$ cat src/rtl/core/cdfe_pkg.sv
// Shared types, constants and a helper function for the countdown display frame encoder.
package cdfe_pkg;

	localparam int LANES = 3;
	localparam int FRAME_LEN = 5;

	localparam logic [7:0] FRAME_HEAD = 8'hFE;
	localparam logic [7:0] MARK_BIT = 8'h20;
	localparam logic [7:0] CHECK_MASK = 8'h7F;
	localparam logic [7:0] MIN_START = 8'd254;
	localparam logic [7:0] BLANK_COUNT = 8'd99;

	// Light colors as carried by the lanes and the held state.
	localparam logic [1:0] COL_RED = 2'd0;
	localparam logic [1:0] COL_YELLOW = 2'd1;
	localparam logic [1:0] COL_GREEN = 2'd2;
	localparam logic [1:0] COL_IGNORED = 2'd3;

	// Frame kinds.
	localparam logic KIND_COUNTDOWN = 1'b0;
	localparam logic KIND_BLANK = 1'b1;

	localparam logic [1:0] DIR_NORTH = 2'd0;

	// What one lane contributes after qualification.
	typedef struct packed {
		logic       hit;
		logic [1:0] color;
		logic [7:0] secs;
	} lane_t;

	// Color and count remembered between countdown frames.
	typedef struct packed {
		logic [1:0] color;
		logic [7:0] count;
	} held_t;

	// Frame bytes after the fixed head.
	typedef struct packed {
		logic [7:0] b1;
		logic [7:0] b2;
		logic [7:0] b3;
		logic [7:0] b4;
	} frame_t;

	localparam logic [2:0] IDX_LAST = 3'(FRAME_LEN - 1);

	// Display color code; the ignored slot stands for color none.
	function automatic logic [1:0] color_code(input logic [1:0] col);
		logic [1:0] code;
		unique case (col)
			COL_RED: code = 2'd3;
			COL_YELLOW: code = 2'd2;
			COL_GREEN: code = 2'd1;
			default: code = 2'd0;
		endcase
		return code;
	endfunction

endpackage

$ cat src/rtl/core/countdown_display_frame_encoder.sv
// Top level of the countdown display frame encoder.
// Flow: an accepted word is registered in the lane register; when the serializer is free, the frame
// is loaded and its first output word appears in the cycle after; the five words follow one per cycle
// while out_ready is high. The next input is taken while the current frame is still being sent.
// Reset: arst_n clears the pipeline valid flags, the word counter and the held color (red) and count (0).
module countdown_display_frame_encoder import cdfe_pkg::*; (
	input  logic       clk,
	input  logic       arst_n,
	input  logic       in_valid,
	output logic       in_ready,
	input  logic       kind,
	input  logic [1:0] direction,
	input  logic       left_active,
	input  logic [1:0] left_color,
	input  logic [7:0] left_seconds,
	input  logic       straight_active,
	input  logic [1:0] straight_color,
	input  logic [7:0] straight_seconds,
	input  logic       right_active,
	input  logic [1:0] right_color,
	input  logic [7:0] right_seconds,
	output logic       out_valid,
	input  logic       out_ready,
	output logic [7:0] frame_byte,
	output logic       frame_last
);

	lane_t [LANES-1:0] lanes;
	lane_t [LANES-1:0] lanes_s1;
	logic              valid_s1;
	logic              kind_s1;
	logic [1:0]        dir_s1;
	held_t             held_q;
	held_t             held_next;
	frame_t            frame;
	logic              ser_free;
	logic              load;
	logic              in_take;

	// Lane qualifiers, one per lane.
	cdfe_lane u_lane_left (
		.active  (left_active),
		.color   (left_color),
		.seconds (left_seconds),
		.lane    (lanes[0])
	);

	cdfe_lane u_lane_straight (
		.active  (straight_active),
		.color   (straight_color),
		.seconds (straight_seconds),
		.lane    (lanes[1])
	);

	cdfe_lane u_lane_right (
		.active  (right_active),
		.color   (right_color),
		.seconds (right_seconds),
		.lane    (lanes[2])
	);

	// Handshake for the lane register.
	assign load = valid_s1 && ser_free;
	assign in_ready = !valid_s1 || load;
	assign in_take = in_valid && in_ready;

	always_ff @(posedge clk or negedge arst_n) begin
		if (!arst_n) begin
			valid_s1 <= 1'b0;
		end else if (in_take) begin
			valid_s1 <= 1'b1;
		end else if (load) begin
			valid_s1 <= 1'b0;
		end
	end

	always_ff @(posedge clk) begin
		if (in_take) begin
			lanes_s1 <= lanes;
			kind_s1 <= kind;
			dir_s1 <= direction;
		end
	end

	// Merge of the lane findings into the frame.
	cdfe_merge u_merge (
		.kind      (kind_s1),
		.direction (dir_s1),
		.lanes     (lanes_s1),
		.held      (held_q),
		.held_next (held_next),
		.frame     (frame)
	);

	// Held color and count advance as each frame enters the serializer.
	always_ff @(posedge clk or negedge arst_n) begin
		if (!arst_n) begin
			held_q.color <= COL_RED;
			held_q.count <= 8'd0;
		end else if (load) begin
			held_q <= held_next;
		end
	end

	cdfe_ser u_ser (
		.clk        (clk),
		.arst_n     (arst_n),
		.load       (load),
		.frame      (frame),
		.free       (ser_free),
		.out_valid  (out_valid),
		.out_ready  (out_ready),
		.frame_byte (frame_byte),
		.frame_last (frame_last)
	);

endmodule

$ cat src/rtl/core/cdfe_lane.sv
// One lane qualifier: decides whether a lane takes part and saturates its time.
module cdfe_lane import cdfe_pkg::*; (
	input  logic       active,
	input  logic [1:0] color,
	input  logic [7:0] seconds,
	output lane_t      lane
);

	// A lane counts only when active and its color is not the ignored code.
	always_comb begin
		lane.hit = active && (color != COL_IGNORED);
		lane.color = color;
		lane.secs = (seconds > MIN_START) ? MIN_START : seconds;
	end

endmodule

$ cat src/rtl/core/cdfe_merge.sv
// Merge stage: color priority, per-color minimum, held state update and frame bytes.
module cdfe_merge import cdfe_pkg::*; (
	input  logic                  kind,
	input  logic [1:0]            direction,
	input  lane_t [LANES-1:0]     lanes,
	input  held_t                 held,
	output held_t                 held_next,
	output frame_t                frame
);

	logic [2:0]      seen;
	logic [2:0][7:0] minv;
	held_t           base;
	logic [1:0]      out_color;
	logic [7:0]      count;
	logic [1:0]      hund;
	logic [6:0]      rem;
	logic [14:0]     prod;
	logic [3:0]      tens;
	logic [3:0]      ones;

	// Per-color presence and minimum over the three lanes.
	always_comb begin
		for (int c = 0; c < 3; c++) begin
			seen[c] = 1'b0;
			minv[c] = MIN_START;
			for (int l = 0; l < LANES; l++) begin
				if (lanes[l].hit && (lanes[l].color == 2'(c))) begin
					seen[c] = 1'b1;
					if (lanes[l].secs < minv[c]) begin
						minv[c] = lanes[l].secs;
					end
				end
			end
		end
	end

	// Countdown: highest-priority color seen, else held or north-cleared; blank: held.
	always_comb begin
		base = held;
		if (direction == DIR_NORTH) begin
			base.color = COL_RED;
			base.count = 8'd0;
		end
		held_next = held;
		if (kind == KIND_COUNTDOWN) begin
			priority if (seen[COL_GREEN]) begin
				held_next.color = COL_GREEN;
				held_next.count = minv[COL_GREEN];
			end else if (seen[COL_YELLOW]) begin
				held_next.color = COL_YELLOW;
				held_next.count = minv[COL_YELLOW];
			end else if (seen[COL_RED]) begin
				held_next.color = COL_RED;
				held_next.count = minv[COL_RED];
			end else begin
				held_next = base;
			end
		end
	end

	// Blank frames show color none and a fixed count.
	always_comb begin
		if (kind == KIND_BLANK) begin
			out_color = COL_IGNORED;
			count = BLANK_COUNT;
		end else begin
			out_color = held_next.color;
			count = held_next.count;
		end
	end

	// Decimal digits: hundreds by compare, tens by reciprocal multiply.
	always_comb begin
		priority if (count >= 8'd200) begin
			hund = 2'd2;
			rem = 7'(count - 8'd200);
		end else if (count >= 8'd100) begin
			hund = 2'd1;
			rem = 7'(count - 8'd100);
		end else begin
			hund = 2'd0;
			rem = count[6:0];
		end
		prod = 15'(rem) * 15'd205;
		tens = prod[14:11];
		ones = 4'(rem - 7'(tens) * 7'd10);
	end

	// Frame bytes after the head.
	always_comb begin
		frame.b1 = {6'd0, color_code(out_color)} | {4'd0, direction, 2'd0} | MARK_BIT;
		frame.b2 = {6'd0, hund};
		frame.b3 = {tens, ones};
		frame.b4 = CHECK_MASK & (frame.b1 ^ frame.b2 ^ frame.b3);
	end

endmodule

$ cat src/rtl/core/cdfe_ser.sv
// Serializer: holds one frame, sends five words one per cycle if out_ready.
module cdfe_ser import cdfe_pkg::*; (
	input  logic       clk,
	input  logic       arst_n,
	input  logic       load,
	input  frame_t     frame,
	output logic       free,
	output logic       out_valid,
	input  logic       out_ready,
	output logic [7:0] frame_byte,
	output logic       frame_last
);

	frame_t     frame_q;
	logic [2:0] idx_q;
	logic       busy_q;
	logic       take;

	assign take = busy_q && out_ready;
	assign free = !busy_q || (take && (idx_q == IDX_LAST));

	// Word counter and busy flag.
	always_ff @(posedge clk or negedge arst_n) begin
		if (!arst_n) begin
			busy_q <= 1'b0;
			idx_q <= 3'd0;
		end else if (load) begin
			busy_q <= 1'b1;
			idx_q <= 3'd0;
		end else if (take) begin
			if (idx_q == IDX_LAST) begin
				busy_q <= 1'b0;
				idx_q <= 3'd0;
			end else begin
				idx_q <= idx_q + 3'd1;
			end
		end
	end

	// Frame bytes are captured when a new frame is loaded.
	always_ff @(posedge clk) begin
		if (load) begin
			frame_q <= frame;
		end
	end

	// Word selection.
	always_comb begin
		unique case (idx_q)
			3'd0: frame_byte = FRAME_HEAD;
			3'd1: frame_byte = frame_q.b1;
			3'd2: frame_byte = frame_q.b2;
			3'd3: frame_byte = frame_q.b3;
			default: frame_byte = frame_q.b4;
		endcase
	end

	assign out_valid = busy_q;
	assign frame_last = (idx_q == IDX_LAST);

endmodule

$ cat config.mk
export PLATFORM = sky130hd
export DESIGN_NAME = countdown_display_frame_encoder
export DESIGN_NICKNAME = d
export VERILOG_FILES = /design/src/rtl/core/cdfe_pkg.sv /design/src/rtl/core/countdown_display_frame_encoder.sv /design/src/rtl/core/cdfe_lane.sv /design/src/rtl/core/cdfe_merge.sv /design/src/rtl/core/cdfe_ser.sv
export SDC_FILE = /design/constraint.sdc
export NUM_CORES = 1
export LEC_CHECK = 0
export CAP_MARGIN = 20
export CORE_MARGIN = 2
export CORE_UTILIZATION = 50
export DETAILED_ROUTE_END_ITERATION = 8
export DONT_BUFFER_PORTS = 1
export PLACE_DENSITY_LB_ADDON = 0.1
export SLEW_MARGIN = 20
export SYNTH_ARGS = -nofsm -noshare
export SYNTH_HDL_FRONTEND = slang
export SYNTH_SLANG_ARGS = --single-unit
$ cat constraint.sdc
create_clock -name clk -period 15 [get_ports clk]
set_input_delay 3 -clock clk [delete_from_list [all_inputs] [get_ports clk]]
set_output_delay 3 -clock clk [all_outputs]
set_load 0.02 [all_outputs]
==> metrics <==
total cell area at the placement stage 0.006196 sq mm; DRT Pass-1 Iters 5; critical path class flop to flop; cts-stage hold buffer count 0; CP required 15.09 ns; num rows 40; critical register-to-register path startpoint lanes_s1[8]; max cap viols 0; First DRT Iteration DRCs 378; final hold slack 0.5022 ns; number of flops mapped to enable cells by yosys 55; count of buffers added by post-CTS timing repair for setup 0; fin crit period 11.95 ns; critical path arrival 12.04 ns; critical-path maximum fanout 13; post-cts sizing count 0; cell count of the worst hold path 1; largest net degree at the start of global routing 37; startpoint types flop; number of vias in the routed layout 4913; final-report hold violation count 0; net count after synthesis 783; total wire length 15.60 mm; slack of the worst reg-to-reg path 3.05 ns; headroom to the max-slew limit 0.3607; detailed-route wire length per cell 20.10 microns; chip width 115.0 microns; mean instance size in the synthesized netlist 9.508 sq um; Main synth FF type edfxtp_1; I/O pin count 51; dominant cell type by count on the critical path ha_1; drc violations 0; leading area contributor after synthesis edfxtp_1; effective utilization at floorplan 0.5129; most frequent standard cell in the layout excluding fill and tap cells ha_1; number of distinct standard cells referenced by the synthesized netlist 75; Synth top area share 0.2681; Critical Path Sink Type flop; number of buffers added on ports 0; Crit path largest cell delay 0.63 ns; final instance area 0.006504 sq mm; Total Nets Final 759; filler cell count 1107; aggregate negative setup slack 0 ns; CTS tree done; setup clock skew after layout 0.007324 ns; remaining antenna violation count 0; Vert. Die Dim 115.0 microns; fraction of layout cells with a size suffix above 1 0.06677; clock latency reported for the late side of the worst-skew pair 0.35 ns; max-slew violation count 0; Diodes inserted 0; status completed; routability cong. 0.9192; cell with the largest stage delay on the worst path o31ai_1; post-DR vias/cell 6.331; period utilization 0.7968; count of final setup violators 0; clock tree root buffer cell clkbuf_16; Ys Warns 0; wire length of the first global-routing pass 24.75 mm; leading cell types in the layout, fill and taps excluded 86 x ha_1, 57 x nor2_1, 55 x edfxtp_1; clock input transition at the sequential cells of the worst setup and hold paths 0.06 ns; worst-margin pin slew 0.9590 ns; Placeable Area 0.01201 sq mm; initial antenna violation count 0; die outline area 0.01323 sq mm; f_max 83.67 MHz; area of the mapped netlist 0.006161 sq mm; layout overhead on the synthesized area 5.565%; number of flip-flops and latches in the synthesized netlist 70; endpoint of the lowest-slack register-to-register path u_ser.frame_q[3]; number of instances in the synthesized netlist 648; sequential-to-total area share from yosys stat 0.3290; # clock sinks 70; number of buffers created by CTS 9; hpwl dp 12.33 mm; deepest level of the CTS H-tree 3; worst min-delay path class flop to flop; setup repair after global routing missed its margin no; beginning of the worst hold path held_q[8]; total global routing track utilization 0.2472; multi-input logic area 0.003812 sq mm; GRT overflow 0; endpoint of the worst hold-timing path held_q[8]; sequential cell area in the final layout 0.002027 sq mm; async set-reset flop share out of synthesis 0.2143; Synth area leaders edfxtp_1 27%, ha_1 17%, dfrtp_1 6.1%; count of cells along the worst register-to-register path 42; vias in the first global route 4777; buffers from clock root to sink, at most 2
## worst max-delay path, delay by kind of cell, from the launching register on
| family | cells | cell delay (ns) |
|---|---|---|
| AO/OA/AOI/OAI | 18 | 4.53 |
| adder cells (fa/ha/maj) | 9 | 3.10 |
| AND/OR/NAND/NOR | 7 | 1.91 |
| XOR/XNOR | 5 | 1.17 |
| flip-flops | 1 | 0.46 |
| multiplexers | 1 | 0.40 |
| buffers and inverters | 2 | 0.09 |
## Yosys cell counts (4+ instances only)
library cell  number
o21a_1             6
nand2_1           37
and2_1             5
and3_1             5
a21boi_0           5
clkbuf_1          30
inv_1             46
o21ai_0           54
nor2b_1            6
edfxtp_1          55
o211ai_1          11
mux2i_1           14
or3_1              4
nor2_1            57
nor3_1            13
fa_1               9
a21o_1            10
a221oi_1           6
nand3_1           20
a31oi_1            5
nand3b_1           6
nand4_1            8
nand2b_1           5
mux2_2             7
a21oi_1           37
dfrtp_1           15
xor2_1             4
ha_1              86
xnor2_1           10
## per-stage QoR
stage	cells	setup WS, ns	utilization
2_1_floorplan	648	4.457	-
3_3_place_gp	760	3.507	0.5158
3_5_place_dp	760	3.152	0.5158
4_1_cts	776	3.096	0.5415
5_1_grt	776	2.160	0.5415
6_report	776	3.049	0.5415
## state kept, by name, summed over array words and instances, names as in the netlist
signal and flops:
u_ser.idx_q 3, dir_s1 2, u_ser.frame_q 19, u_ser.out_valid 1
valid_s1 1, kind_s1 1, lanes_s1 33, held_q 10
## cell type report
| type | instances | share of cell area |
|---|---|---|
| Multi-Input combinational cell | 497 | 0.5862 |
| Sequential cell | 70 | 0.3117 |
| Clock buffer | 9 | 0.03463 |
| Tap cell | 147 | 0.02828 |
| Inverter | 46 | 0.02655 |
| Clock inverter | 7 | 0.01270 |
## per-layer routing
layer / track usage / vias up / wire, microns
met5: 0 / - / 0
met4: 0.07149 / 0 / 257
met3: 0.05166 / 18 / 1119
met2: 0.3678 / 168 / 6714
met1: 0.3635 / 2368 / 7506
li1: - / 2359 / -
## how the worst max path moves through the flow
stage	from	slack [ns]	depth (start not counted)	to
after floorplan	lanes_s1[8]	4.46	44	u_ser.frame_q[3]
after global placement	lanes_s1[8]	3.51	42	u_ser.frame_q[3]
after detailed placement	lanes_s1[8]	3.15	42	u_ser.frame_q[3]
after CTS	lanes_s1[8]	3.10	42	u_ser.frame_q[3]
after global routing	lanes_s1[9]	2.16	42	u_ser.frame_q[3]
final	lanes_s1[8]	3.05	42	u_ser.frame_q[3]
## kinds of logic (layout without fill, tap and decap cells)
family	count (synthesis)	after routing	share of synthesized area
AOI/OAI and AO/OA	185	185	0.2080
and+or+nand+nor	180	180	0.1450
adders and majority gates	95	95	0.2039
buffers and inverters	81	62	0.05240
DFF	70	70	0.3290
muxes	21	21	0.03554
xor gates and xnor gates	16	16	0.02620
Power is left out: the tool's default activity adds up to more than one toggle a clock period on the data nets, which glitch-free logic cannot reach.
